### src/hdl/wpo_pkg.sv
// ----------------------------------------------------------------------------
// wpo_pkg
// Shared types and constants of the waveform peak overview block.
// ----------------------------------------------------------------------------
package wpo_pkg;

   localparam int SAMPLE_WIDTH = 32;
   localparam int LENGTH_WIDTH = 25;
   localparam int BUCKET_WIDTH = 16;
   localparam int CHAN_WIDTH   = 2;
   localparam int ADDR_WIDTH   = 3;

   localparam logic [ADDR_WIDTH-1:0] REG_BUCKET_LENGTH = 3'd0;
   localparam logic [ADDR_WIDTH-1:0] REG_CHANNEL_COUNT = 3'd4;

   localparam logic [SAMPLE_WIDTH-1:0] FLOAT_ZERO = 32'h0000_0000;
   localparam logic [31:0]             COUNT_MAX  = 32'hFFFF_FFFF;

   typedef struct packed {
      logic [31:0] left_bits;
      logic [31:0] right_bits;
      logic        last_frame;
   } req_type;

   typedef struct packed {
      logic [31:0] clean_left;
      logic [31:0] clean_right;
      logic        bucket_done;
      logic [15:0] bucket_number;
      logic [31:0] left_low;
      logic [31:0] left_high;
      logic [31:0] right_low;
      logic [31:0] right_high;
      logic [31:0] repair_total;
   } rsp_type;

   // True when a is strictly below b as a real number (-0 equals +0).
   function automatic logic float_less(input logic [31:0] a, input logic [31:0] b);
      logic a_neg;
      logic b_neg;
      logic a_zero;
      logic b_zero;
      a_neg  = a[31] && (a[30:0] != '0);
      b_neg  = b[31] && (b[30:0] != '0);
      a_zero = (a[30:0] == '0);
      b_zero = (b[30:0] == '0);
      if (a_neg && !b_neg) begin
         return 1'b1;
      end else if (!a_neg && b_neg) begin
         return 1'b0;
      end else if (a_neg) begin
         return a[30:0] > b[30:0];
      end else if (a_zero && b_zero) begin
         return 1'b0;
      end else begin
         return a[30:0] < b[30:0];
      end
   endfunction

endpackage

### src/hdl/wpo_req_if.sv
// ----------------------------------------------------------------------------
// wpo_req_if
// Valid/ready channel carrying one audio frame per transaction.
// ----------------------------------------------------------------------------
interface wpo_req_if;
   logic            valid;
   logic            ready;
   wpo_pkg::req_type payload;
   modport source (output valid, output payload, input ready);
   modport sink   (input valid, input payload, output ready);
endinterface

### src/hdl/wpo_rsp_if.sv
// ----------------------------------------------------------------------------
// wpo_rsp_if
// Valid/ready channel carrying one overview result per transaction.
// ----------------------------------------------------------------------------
interface wpo_rsp_if;
   logic            valid;
   logic            ready;
   wpo_pkg::rsp_type payload;
   modport source (output valid, output payload, input ready);
   modport sink   (input valid, input payload, output ready);
endinterface

### src/hdl/waveform_peak_overview.sv
// ----------------------------------------------------------------------------
// waveform_peak_overview
// Min/max overview of a mono or stereo float sample stream.
// ----------------------------------------------------------------------------
// The block takes one frame per clock cycle and gives exactly one result per
// frame, in the cycle after the frame is accepted. A frame is accepted whenever
// the output register is empty or its result is being taken in the same
// cycle, so the sustained rate is one transaction per cycle; the only limit
// is the single result register, which holds a result while the consumer
// stalls. Non-finite samples are replaced with +0.0 and counted; minimum and
// maximum per channel are tracked over buckets of bucket_length frames.
// ----------------------------------------------------------------------------
module waveform_peak_overview (
   input  logic        clock,
   input  logic        reset,
   wpo_req_if.sink     req,
   wpo_rsp_if.source   rsp,
   input  logic        csr_psel,
   input  logic        csr_penable,
   input  logic        csr_pwrite,
   input  logic [wpo_pkg::ADDR_WIDTH-1:0] csr_paddr,
   input  logic [31:0] csr_pwdata,
   output logic [31:0] csr_prdata,
   output logic        csr_pready
);

   logic [24:0] bucket_length_ff;
   logic [1:0]  channel_count_ff;
   logic [24:0] fill_count_ff, fill_count_in;
   logic [15:0] bucket_counter_ff, bucket_counter_in;
   logic [31:0] low_ff [2];
   logic [31:0] high_ff [2];
   logic [31:0] low_in [2];
   logic [31:0] high_in [2];
   logic [31:0] repair_ff, repair_in;
   logic        rsp_valid_ff;
   wpo_pkg::rsp_type rsp_ff, rsp_in;

   logic        accept;
   logic        stereo;
   logic        bad_left, bad_right;
   logic [31:0] s0, s1;
   logic [24:0] len, fill_next;
   logic        done;
   logic [31:0] cnt1;

   assign csr_pready = 1'b1;
   // No frame is taken while reset is held.
   assign req.ready  = !reset && (!rsp_valid_ff || rsp.ready);
   assign accept     = req.valid && req.ready;
   assign rsp.valid  = rsp_valid_ff;
   assign rsp.payload = rsp_ff;

   always_comb begin
      case (csr_paddr)
         wpo_pkg::REG_BUCKET_LENGTH: csr_prdata = {7'd0, bucket_length_ff};
         wpo_pkg::REG_CHANNEL_COUNT: csr_prdata = {30'd0, channel_count_ff};
         default:                    csr_prdata = 32'd0;
      endcase
   end

   // Per-frame datapath: repair, running min/max update and bucket closing.
   always_comb begin
      stereo    = channel_count_ff[1];
      len       = (bucket_length_ff == '0) ? 25'd1 : bucket_length_ff;
      bad_left  = (req.payload.left_bits[30:23] == 8'hFF);
      bad_right = stereo && (req.payload.right_bits[30:23] == 8'hFF);
      s0 = bad_left ? wpo_pkg::FLOAT_ZERO : req.payload.left_bits;
      s1 = !stereo ? wpo_pkg::FLOAT_ZERO
         : (bad_right ? wpo_pkg::FLOAT_ZERO : req.payload.right_bits);
      // Saturating count: each repaired sample adds one.
      cnt1 = (bad_left && repair_ff != wpo_pkg::COUNT_MAX) ? repair_ff + 32'd1 : repair_ff;
      repair_in = (bad_right && cnt1 != wpo_pkg::COUNT_MAX) ? cnt1 + 32'd1 : cnt1;

      if (fill_count_ff == '0) begin
         low_in[0] = s0; high_in[0] = s0;
         low_in[1] = s1; high_in[1] = s1;
      end else begin
         low_in[0]  = wpo_pkg::float_less(s0, low_ff[0]) ? s0 : low_ff[0];
         high_in[0] = wpo_pkg::float_less(high_ff[0], s0) ? s0 : high_ff[0];
         low_in[1]  = wpo_pkg::float_less(s1, low_ff[1]) ? s1 : low_ff[1];
         high_in[1] = wpo_pkg::float_less(high_ff[1], s1) ? s1 : high_ff[1];
      end
      if (!stereo) begin
         low_in[1]  = wpo_pkg::FLOAT_ZERO;
         high_in[1] = wpo_pkg::FLOAT_ZERO;
      end

      fill_next = fill_count_ff + 25'd1;
      done = req.payload.last_frame || (fill_next >= len) || (fill_next == '0);

      rsp_in.clean_left    = s0;
      rsp_in.clean_right   = s1;
      rsp_in.bucket_done   = done;
      rsp_in.bucket_number = done ? bucket_counter_ff : 16'd0;
      rsp_in.left_low      = done ? low_in[0] : 32'd0;
      rsp_in.left_high     = done ? high_in[0] : 32'd0;
      rsp_in.right_low     = (done && stereo) ? low_in[1] : 32'd0;
      rsp_in.right_high    = (done && stereo) ? high_in[1] : 32'd0;
      rsp_in.repair_total  = repair_in;

      fill_count_in     = done ? 25'd0 : fill_next;
      bucket_counter_in = req.payload.last_frame ? 16'd0
                        : (done ? bucket_counter_ff + 16'd1 : bucket_counter_ff);
   end

   always_ff @(posedge clock) begin
      if (reset) begin
         bucket_length_ff  <= 25'd1;
         channel_count_ff  <= 2'd2;
         fill_count_ff     <= '0;
         bucket_counter_ff <= '0;
         low_ff[0]  <= '0; low_ff[1]  <= '0;
         high_ff[0] <= '0; high_ff[1] <= '0;
         repair_ff    <= '0;
         rsp_valid_ff <= 1'b0;
      end else begin
         if (csr_psel && csr_penable && csr_pwrite) begin
            if (csr_paddr == wpo_pkg::REG_BUCKET_LENGTH) begin
               bucket_length_ff <= csr_pwdata[24:0];
            end else if (csr_paddr == wpo_pkg::REG_CHANNEL_COUNT) begin
               channel_count_ff <= csr_pwdata[1:0];
            end
         end
         if (accept) begin
            rsp_valid_ff <= 1'b1;
            fill_count_ff     <= fill_count_in;
            bucket_counter_ff <= bucket_counter_in;
            if (req.payload.last_frame) begin
               low_ff[0]  <= '0; low_ff[1]  <= '0;
               high_ff[0] <= '0; high_ff[1] <= '0;
               repair_ff  <= '0;
            end else begin
               low_ff[0]  <= low_in[0];  low_ff[1]  <= low_in[1];
               high_ff[0] <= high_in[0]; high_ff[1] <= high_in[1];
               repair_ff  <= repair_in;
            end
         end else if (rsp.ready) begin
            rsp_valid_ff <= 1'b0;
         end
      end
   end

   always_ff @(posedge clock) begin
      if (accept) begin
         rsp_ff <= rsp_in;
      end
   end

endmodule

### src/flat_wrapper.sv
// flat-port wrapper written by rule: the top's interface ports become plain ports
module waveform_peak_overview_flat 
  (clock, reset, csr_psel, csr_penable, csr_pwrite, csr_paddr, csr_pwdata, csr_prdata, csr_pready, req_valid, req_payload, req_ready, rsp_valid, rsp_payload, rsp_ready);
  wpo_req_if req_i ();
  wpo_rsp_if rsp_i ();
  input  logic clock;
  input  logic reset;
  input  logic csr_psel;
  input  logic csr_penable;
  input  logic csr_pwrite;
  input  logic [wpo_pkg::ADDR_WIDTH-1:0] csr_paddr;
  input  logic [31:0] csr_pwdata;
  output logic [31:0] csr_prdata;
  output logic csr_pready;
  input wire logic [$bits(req_i.valid)-1:0] req_valid;
  input wire logic [$bits(req_i.payload)-1:0] req_payload;
  output wire logic [$bits(req_i.ready)-1:0] req_ready;
  output wire logic [$bits(rsp_i.valid)-1:0] rsp_valid;
  output wire logic [$bits(rsp_i.payload)-1:0] rsp_payload;
  input wire logic [$bits(rsp_i.ready)-1:0] rsp_ready;
  assign req_i.valid = req_valid;
  assign req_i.payload = req_payload;
  assign req_ready = req_i.ready;
  assign rsp_valid = rsp_i.valid;
  assign rsp_payload = rsp_i.payload;
  assign rsp_i.ready = rsp_ready;
  waveform_peak_overview u_core (.clock(clock), .reset(reset), .req(req_i), .rsp(rsp_i), .csr_psel(csr_psel), .csr_penable(csr_penable), .csr_pwrite(csr_pwrite), .csr_paddr(csr_paddr), .csr_pwdata(csr_pwdata), .csr_prdata(csr_prdata), .csr_pready(csr_pready));
endmodule
### config.mk
export PLATFORM = sky130hd
export DESIGN_NAME = waveform_peak_overview_flat
export DESIGN_NICKNAME = d
export VERILOG_FILES = /design/src/hdl/wpo_pkg.sv /design/src/hdl/wpo_req_if.sv /design/src/hdl/wpo_rsp_if.sv /design/src/hdl/waveform_peak_overview.sv /design/src/flat_wrapper.sv
export SDC_FILE = /design/constraint.sdc
export NUM_CORES = 1
export LEC_CHECK = 0
export ABC_AREA = 1
export ABC_CLOCK_PERIOD_IN_PS = 12300
export BUFFER_PORTS_ARGS = -buffer_cell sky130_fd_sc_hd__buf_2
export CAP_MARGIN = 15
export CORE_ASPECT_RATIO = 0.6
export CORE_MARGIN = 4
export CORE_UTILIZATION = 40
export CTS_CLUSTER_SIZE = 40
export DETAILED_ROUTE_END_ITERATION = 8
export HOLD_SLACK_MARGIN = 0.05
export REMOVE_ABC_BUFFERS = 1
export SYNTH_ARGS = -nofsm -noshare
export SYNTH_HDL_FRONTEND = slang
export SYNTH_SLANG_ARGS = --single-unit
### constraint.sdc
create_clock -name clock -period 12.3 [get_ports clock]
set_input_delay 1.23 -clock clock [delete_from_list [all_inputs] [get_ports clock]]
set_output_delay 1.23 -clock clock [all_outputs]
set_load 0.01 [all_outputs]
==> impl_metrics.tcl <==
set metrics [dict create \
    grt_pass1_vias 22000 \
    powerDensity_mw_per_mm2 122 \
    hold_slack_ps 462 \
    ant_nets 0 \
    coreArea_sq_mm 0.0666 \
    yosys.cell_count.top_type "nand2_1" \
    syn_area_per_cell_sq_um 8.17 \
    cts_setup_buffers 0 \
    cts-buffers-inserted 47 \
    die_h_um 209 \
    r2r-start "u_core.fill_count_ff[0]" \
    grt.met2_usage 0.323 \
    cts_tree "done" \
    min_from "u_core.bucket_counter_ff[15]" \
    grt.busiest_layer "met1" \
    slew_violations 0 \
    synth_cells 3309 \
    tightest_slew_ps 1030 \
    nets 3885 \
    multi_input_area_sq_mm 0.0119 \
    viasPerCell 5.22 \
    drt_drc_violations_left 0 \
    leakagePower_nw 14.0 \
    fillCellCount 6629 \
    ys_types 55 \
    ys_top_cells_by_area "edfxtp_1, nand2_1, dfxtp_1" \
    clock-sinks 470 \
    areaGrowthSynthToFinish_pct 15.6 \
    wire_per_inst_um 19.0 \
    synth_area_sq_mm 0.0270 \
    ctsHoldBuffers 0 \
    antenna_found_initial 2 \
    area.sequential_sq_mm 0.0131 \
    ys_seq_elements 470 \
    postLayoutSetupSlackWorst_ps 6220 \
    layout_min_cycle_time_ps 6080 \
    start_kind "flip-flop" \
    relSlewSlack 0.311 \
    ctsResizeCount 0 \
    numPortBuffers 367 \
    async_flop_share 0 \
    vias 23800 \
    cts_buffer_depth 3 \
    hold_path_depth 2 \
    grt_pass1_wl_um 131000 \
    pin_count 383 \
    drtIter0Drc 2340 \
    path_max_fanout 64 \
    synth_common_cells "nand2_1, nor2_1, inv_1, edfxtp_1, nand3_1" \
    grt_use_met3 0.0593 \
    rows 73 \
    status "completed" \
    fmax_mhz 164 \
    path_clk_slew_ps 60 \
    h-tree-depth 2 \
    worst-endpoint-arrival_ps 6410 \
    period_share 0.494 \
    synth.top_cell.area_share 0.410 \
    place_congestion 0.955 \
    grt_setup_unrepaired "false" \
    post-place-ws_ps 6300 \
    wl_um 86900 \
    globalRouteMet1Util 0.363 \
    synth_flop_cell "edfxtp_1" \
    endpoint_kind "flip-flop" \
    hpwl_um 63100 \
    grt_max_degree 98 \
    grt_overflow_total 0 \
    cts_root_buf "clkbuf_16" \
    hold_end "u_core.bucket_counter_ff[15]" \
    drive_above_1_share 0.143 \
    grt_util_all_layers 0.234 \
    yosysSeqAreaShare 0.485 \
    initial_core_util 0.406 \
    yosys.area.top_type "edfxtp_1" \
    skew_ps 35.4 \
    dieArea_sq_mm 0.0720 \
    critical_path_class "reg -> reg" \
    ir_drop_mv 0.107 \
    setup_viol 0 \
    crit_required_ps 12630 \
    yosys_warnings 0 \
    insertion_delay_ps 620 \
    cap_violations 0 \
    r2r-end "u_core.rsp.payload[150]" \
    die_x_um 344 \
    hold_viol 0 \
    first_pass_iters 6 \
    rr_worst_depth 23 \
    synth-edff-count 369 \
    hold_path.class "reg -> reg" \
    reg2reg_slack_ps 6220 \
]
## placed cells by master (no fill, tap or decap), types with 39 or more instances in the layout
| cell type | synthesis | layout |
|---|---|---|
| o21ai_0 | 76 | 76 |
| xor2_1 | 58 | 58 |
| edfxtp_1 | 369 | 369 |
| ha_1 | 147 | 147 |
| clkbuf_16 | 0 | 48 |
| nand3_1 | 241 | 241 |
| nor4_1 | 45 | 45 |
| nor3_1 | 39 | 39 |
| nor2_1 | 496 | 495 |
| nand2_1 | 831 | 831 |
| dfxtp_1 | 101 | 100 |
| inv_1 | 388 | 387 |
| nand4_1 | 106 | 106 |
| buf_2 | 26 | 367 |
| a21oi_1 | 117 | 117 |
## critical path: stages (launching register included)
cell      delay (ps)
dfxtp_1          430
ha_1             210
nand2_1           70
inv_1             90
nand2_1           80
nor2_2           270
nand3_2          220
nor2_2           200
nand2_1          140
nor4_1           290
xor2_1           260
inv_1            100
ha_1             350
nand2_1          110
nor3_1            60
nand2_1           70
o211ai_1         110
a21oi_1          140
nand3_1          150
nor2_1           370
nand2_2          450
inv_2            600
buf_4            750
nor2_1           170
## metal layers
| metal | part of all wire | vias up | routed length [um] |
|---|---|---|---|
| met4 | 0.021 | 0 | 1820 |
| met5 | 0 | - | 0 |
| met1 | 0.48 | 11100 | 41600 |
| li1 | - | 11600 | - |
| met2 | 0.40 | 992 | 34700 |
| met3 | 0.10 | 108 | 8780 |
## power breakdown
group          total, W  switching (W)  internal, W
Sequential      0.00184      0.0000355      0.00180
Combinational  0.000481       0.000338     0.000143
Clock           0.00150       0.000655     0.000847
## state kept, by name (all words and copies together) (netlist names)
register,cells
u_core.rsp.payload,241
u_core.high_ff,64
u_core.low_ff,64
u_core.repair_ff,32
u_core.bucket_length_ff,25
u_core.fill_count_ff,25
u_core.bucket_counter_ff,16
u_core.channel_count_ff,2
u_core.rsp.valid,1
## per-stage QoR
stage	std cells	power, W	TNS (ps)	instance area (sq um)	utilization
floorplan	3184	0.00215	-140160	26400	-
global placement	4481	0.00234	0	29700	0.445
detailed placement	4481	0.00235	0	29700	0.445
CTS	4567	0.00385	0	31200	0.469
global route	4569	0.00397	0	31200	0.469
finish	4569	0.00382	0	31200	0.469
## layout make-up
class | instances | share of cell area
Antenna cell | 1 | 0.0000801
Clock buffer | 65 | 0.0427
Clock inverter | 21 | 0.00741
Inverter | 396 | 0.0482
Multi-Input combinational cell | 2318 | 0.379
Sequential cell | 470 | 0.419
Tap cell | 900 | 0.0360
Timing Repair Buffer | 398 | 0.0669
## how the worst max path moves through the flow
| stage | start | end | slack, ps | depth (start not counted) |
|---|---|---|---|---|
| 6_report | u_core.fill_count_ff[0] | u_core.rsp.payload[150] | 6220 | 23 |
| 5_1_grt | u_core.fill_count_ff[0] | u_core.rsp.payload[150] | 5690 | 23 |
| 3_5_place_dp | u_core.fill_count_ff[0] | u_core.rsp.payload[150] | 6300 | 23 |
| 3_3_place_gp | u_core.fill_count_ff[0] | u_core.rsp.payload[119] | 6330 | 23 |
| 4_1_cts | u_core.fill_count_ff[0] | u_core.rsp.payload[119] | 6280 | 23 |
| 2_1_floorplan | rsp_ready | u_core.high_ff[0][0] | -970 | 6 |
## cells by family (layout without fill, tap and decap cells)
kind of cell | Yosys count | after routing | share of synthesized area
and+or+nand+nor | 1841 | 1841 | 0.296
buffers and inverters | 527 | 880 | 0.0782
DFF | 470 | 470 | 0.485
AOI/OAI and AO/OA | 260 | 260 | 0.0530
adders and majority gates | 147 | 147 | 0.0680
xor gates and xnor gates | 62 | 62 | 0.0201
other | 2 | 9 | 0.000278
No activity file was read; power rests on OpenSTA's default activity.
